==> src/hw/rtl/delivery_predictability_table_macros.svh <==
// assertion macros for the delivery predictability table
`ifndef DELIVERY_PREDICTABILITY_TABLE_MACROS_SVH
`define DELIVERY_PREDICTABILITY_TABLE_MACROS_SVH
`ifndef SYNTHESIS
`define DPT_ASSERT_IMP(lbl, clk, rst, ante, cons, msg) \
   lbl: assert property (@(posedge clk) disable iff (rst) (ante) |-> (cons)) else $error(msg);
`define DPT_ASSERT_NXT(lbl, clk, rst, ante, cons, msg) \
   lbl: assert property (@(posedge clk) disable iff (rst) (ante) |=> (cons)) else $error(msg);
`else
`define DPT_ASSERT_IMP(lbl, clk, rst, ante, cons, msg)
`define DPT_ASSERT_NXT(lbl, clk, rst, ante, cons, msg)
`endif
`endif

==> src/hw/rtl/dpt_pkg.sv <==
// shared constants, types and helpers of the delivery predictability table
`default_nettype none
package dpt_pkg;
   localparam int NODES     = 16;
   localparam int COLS      = NODES + 1;
   localparam int CELLS     = NODES * COLS;
   localparam int ADDR_W    = $clog2(CELLS);
   localparam int PROB_BITS = 16;
   localparam int STAMP_W   = 32;
   localparam int WORD_W    = STAMP_W + PROB_BITS;
   localparam logic [PROB_BITS:0] PONE = {1'b1, {PROB_BITS{1'b0}}};

   localparam logic [2:0] MODE_INIT  = 3'd0;
   localparam logic [2:0] MODE_TICK  = 3'd1;
   localparam logic [2:0] MODE_ENC   = 3'd2;
   localparam logic [2:0] MODE_SINK  = 3'd3;
   localparam logic [2:0] MODE_QUERY = 3'd4;

   localparam logic [2:0] CSR_REINF_PRED   = 3'd0;
   localparam logic [2:0] CSR_DECAY_PRED   = 3'd1;
   localparam logic [2:0] CSR_TRANS_PRED   = 3'd2;
   localparam logic [2:0] CSR_STRICT_TIE   = 3'd3;
   localparam logic [2:0] CSR_AGE_INTERVAL = 3'd4;

   localparam logic [15:0] RST_REINF_PRED   = 16'd49152;
   localparam logic [15:0] RST_DECAY_PRED   = 16'd64225;
   localparam logic [15:0] RST_TRANS_PRED   = 16'd16384;
   localparam logic        RST_STRICT_TIE   = 1'b1;
   localparam logic [15:0] RST_AGE_INTERVAL = 16'd60;

   typedef struct packed {
      logic        start;
      logic [31:0] num;
      logic [15:0] den;
   } div_req_type;

   typedef struct packed {
      logic        done;
      logic [31:0] quot;
      logic [15:0] rem;
   } div_rsp_type;

   function automatic logic [ADDR_W-1:0] cell_addr(input logic [3:0] row,
                                                   input logic [4:0] col);
      return ADDR_W'(32'(row) * COLS + 32'(col));
   endfunction
endpackage
`default_nettype wire

==> src/hw/rtl/dpt_div.sv <==
// restoring divider, one quotient bit per cycle
`default_nettype none
module dpt_div (
   input  wire logic                 clock,
   input  wire logic                 reset,
   input  wire dpt_pkg::div_req_type req,
   output dpt_pkg::div_rsp_type      rsp
);
   import dpt_pkg::*;

   logic [31:0] quot_ff, quot_in;
   logic [15:0] rem_ff, rem_in;
   logic [15:0] den_ff, den_in;
   logic [4:0]  cnt_ff, cnt_in;
   logic        busy_ff, busy_in;
   logic        done_ff, done_in;
   logic [16:0] shifted;

   always_comb begin
      quot_in = quot_ff;
      rem_in  = rem_ff;
      den_in  = den_ff;
      cnt_in  = cnt_ff;
      busy_in = busy_ff;
      done_in = 1'b0;
      shifted = {rem_ff, quot_ff[31]};
      if (req.start) begin
         quot_in = req.num;
         rem_in  = '0;
         den_in  = req.den;
         cnt_in  = '0;
         busy_in = 1'b1;
      end else if (busy_ff) begin
         if (shifted >= {1'b0, den_ff}) begin
            rem_in  = 16'(shifted - {1'b0, den_ff});
            quot_in = {quot_ff[30:0], 1'b1};
         end else begin
            rem_in  = shifted[15:0];
            quot_in = {quot_ff[30:0], 1'b0};
         end
         cnt_in = cnt_ff + 5'd1;
         if (cnt_ff == 5'd31) begin
            busy_in = 1'b0;
            done_in = 1'b1;
         end
      end
   end

   always_ff @(posedge clock) begin
      if (reset) begin
         busy_ff <= 1'b0;
         done_ff <= 1'b0;
         cnt_ff  <= '0;
      end else begin
         busy_ff <= busy_in;
         done_ff <= done_in;
         cnt_ff  <= cnt_in;
      end
   end

   always_ff @(posedge clock) begin
      quot_ff <= quot_in;
      rem_ff  <= rem_in;
      den_ff  <= den_in;
   end

   assign rsp.done = done_ff;
   assign rsp.quot = quot_ff;
   assign rsp.rem  = rem_ff;
endmodule
`default_nettype wire

==> config.mk <==
export PLATFORM = sky130hd
export DESIGN_NAME = dpt_div
export DESIGN_NICKNAME = d
export VERILOG_FILES = /design/src/hw/rtl/delivery_predictability_table_macros.svh /design/src/hw/rtl/dpt_pkg.sv /design/src/hw/rtl/dpt_div.sv
export SDC_FILE = /design/constraint.sdc
export NUM_CORES = 1
export LEC_CHECK = 0
export BUFFER_PORTS_ARGS = -buffer_cell sky130_fd_sc_hd__buf_2
export CAP_MARGIN = 15
export CORE_MARGIN = 2
export CORE_UTILIZATION = 45
export DETAILED_ROUTE_END_ITERATION = 8
export PLACE_DENSITY_LB_ADDON = 0.05
export SYNTH_ARGS = -nofsm -noshare
export SYNTH_HDL_FRONTEND = slang
export SYNTH_SLANG_ARGS = --single-unit
export TNS_END_PERCENT = 50
==> constraint.sdc <==
create_clock -name clock -period 3.6 [get_ports clock]
set_input_delay 0.18 -clock clock [delete_from_list [all_inputs] [get_ports clock]]
set_output_delay 0.18 -clock clock [all_outputs]
set_load 0.01 [all_outputs]
==> results.json <==
{
  "globalRouteOverflowTotal": 0,
  "fmax_ghz": 0.371,
  "grt_max_degree": 42,
  "fin_nets": 535,
  "nFillCells": 757,
  "use_met1_pct": 27.3,
  "post_cts.repair.setup_buffers": 0,
  "synth_edf_count": 48,
  "grt_pass1_vias": 2905,
  "crit_buf_inv": 0,
  "rows": 33,
  "yosys.area.top_type": "edfxtp_1",
  "max_stage_delay_ns": 0.76,
  "clock-sinks": 71,
  "grt_usage_pct": 19.4,
  "crit_arrival_ns": 2.78,
  "period_minus_slack_ns": 2.70,
  "critPathMaxFanout": 10,
  "start_util_pct": 46.9,
  "design_area_mm2": 0.00483,
  "vias_per_cell": 5.32,
  "syn_inst": 353,
  "ys_ff_latch": 71,
  "yosysWarnings": 0,
  "drc_errors": 0,
  "async_flop_share_pct": 0,
  "synth_commonest_cells": "48 x edfxtp_1, 31 x mux2_2, 30 x nor2_1, 23 x dfxtp_1, 22 x inv_1",
  "yosysMostFrequentCell": "edfxtp_1",
  "cts_tree": "done",
  "io_pins": 100,
  "max-vdd-ir-drop_mv": 0.241,
  "synth_top_area_share_pct": 37.2,
  "die-area_mm2": 0.00936,
  "drtIter0Drc": 139,
  "ant_nets": 0,
  "syn_nets": 423,
  "tns_ns": 0,
  "hold_violations": 0,
  "tightest_slew_ns": 0.861,
  "synth_area_leaders": "edfxtp_1 37%, dfxtp_1 12%, mux2_2 9.0%",
  "power_density_mw_per_mm2": 434,
  "wl_mm": 9.01,
  "drv_cap": 0,
  "numCtsBuffers": 9,
  "end_kind": "flop",
  "seq_area_mm2": 0.00190,
  "hold_start": "req[38]",
  "finalSetupViolCount": 0,
  "synthFlopType": "edfxtp_1",
  "die_h_um": 96.8,
  "multi_input_area_mm2": 0.00180,
  "dp_hpwl_mm": 6.51,
  "hp-class": "input pin to flop",
  "max_slew_margin_pct": 42.4,
  "clkTransAtPathRegs_ns": 0.08,
  "crit_path_cell_trace": "ha_1 > and2_4 > a221oi_4 > a21oi_2 > or4_1 > nand2_1 > o21ai_0",
  "grt.met3_usage_pct": 4.77,
  "route.vias.total": 3059,
  "routedWlPerCell_um": 15.7,
  "syn-cell-area_mm2": 0.00387,
  "crit_start": "rem_ff[3]$_SDFFE_PP0P_",
  "grt_pass1_wl_mm": 14.6,
  "reg2reg_from": "rem_ff[3]$_SDFFE_PP0P_",
  "total_leakage_power_nw": 2.07,
  "finalWeightedCongestion": 0.874,
  "antenna_cells": 0,
  "grt_use_met2_pct": 29.9,
  "clockBufferDepth": 2,
  "h-tree-depth": 3,
  "skew_ns": 0.00615,
  "synth_cell_types": 59,
  "syn_area_per_cell_um2": 11.0,
  "io_buffers": 99,
  "dr.pass1.iters": 4,
  "clk_latency_ns": 0.34,
  "maxSlewViolCount": 0,
  "critPathKind": "flop to flop",
  "crit_family": "simple AND/OR/NAND/NOR gates",
  "rsz0062_at_grt": "false",
  "required_ns": 3.68,
  "status": "completed",
  "busiest_layer": "met2",
  "drive_above_1_share_pct": 33.0,
  "place_area_mm2": 0.00444,
  "start_kind": "flop",
  "yosysSeqAreaShare_pct": 49.1,
  "fp.dieW_um": 96.8,
  "cp_slowest_cell": "or4_1",
  "antenna_found_initial": 0,
  "core_mm2": 0.00826,
  "cts_root_buffer": "clkbuf_8",
  "post-route-period-util_pct": 74.9,
  "area_delta_synth_final_pct": 24.8
}
[flip-flops by register name, summed over array words and instances (netlist names)]
| name | flops |
|---|---|
| busy_ff | 1 |
| done_ff | 1 |
| rem_ff | 16 |
| cnt_ff | 5 |
| quot_ff | 32 |
| den_ff | 16 |
[power breakdown]
group          leakage, nW  switching (mW)  internal [mW]
clock                0.112           0.312          0.411
sequential           0.666          0.0329          0.945
combinational         1.30           0.217          0.177
total                 2.07           0.562           1.53
[through the flow]
step                      cells  setup slack (ns)  total power, mW  util (%)  hold WS [ns]
final                       575             0.902             2.10      58.5         0.132
after CTS                   572             0.915             2.12      58.1    0.00000264
after detailed placement    542             0.924             1.38      53.7         0.354
after floorplan             353              1.20             1.25         -         0.252
after global placement      542             0.961             1.37      53.7         0.355
after global routing        575             0.760             2.20      58.5         0.115
[per-layer routing]
| layer | wire length (um) | vias to the layer above |
|---|---|---|
| met5 | 0 | - |
| li1 | - | 1556 |
| met4 | 64 | 0 |
| met3 | 432 | 5 |
| met1 | 4330 | 1418 |
| met2 | 4180 | 80 |
[cell type report]
class | instances | share of cell area, %
Inverter | 22 | 1.71
Multi-Input combinational cell | 241 | 37.2
Clock inverter | 5 | 1.68
Timing Repair Buffer | 120 | 14.4
Sequential cell | 71 | 39.4
Clock buffer | 11 | 2.93
Tap cell | 105 | 2.72
[final timing paths]
check	to	slack, ns	cells after the start
max	quot_ff[0]$_DFFE_PP_	0.90	7
min	quot_ff[22]$_DFFE_PP_	0.13	2
max reg2reg	quot_ff[0]$_DFFE_PP_	0.90	7
min reg2reg	cnt_ff[3]$_SDFFE_PP0P_	0.51	2
[what timing repair did]
item / 4_1_cts / 5_1_grt
gates resized for setup: 0 / 0
hold buffers: 14 / 3
hold endpoints to repair: 14 / 3
[logic make-up after synthesis]
logic type / after synthesis / share of synthesized area [%]
DFF: 71 / 49.1
AOI/OAI and AO/OA: 80 / 14.8
muxes: 34 / 9.79
and+or+nand+nor: 97 / 12.9
buffers and inverters: 41 / 4.49
adders and majority gates: 19 / 6.33
xor gates and xnor gates: 11 / 2.49
[placed cells by master, fill, tap and decap left out, types with 3 or more instances in the layout]
cell / instances
buf_2: 99
edfxtp_1: 48
mux2_2: 31
nor2_1: 30
dfxtp_1: 23
inv_1: 22
nand2_1: 21
ha_1: 18
o21ai_0: 17
dlygate4sd3_1: 17
a21oi_1: 14
clkbuf_8: 10
nand4_1: 9
xnor2_1: 6
a211oi_1: 5
nand2b_1: 5
o211ai_1: 5
nand3_1: 5
nor4_1: 5
xor2_1: 5
nor3_1: 5
a311oi_1: 5
a21o_1: 4
a31oi_1: 4
buf_4: 4
mux2i_1: 3
o31ai_1: 3
Note: power is estimated with default switching activity, not from simulation.
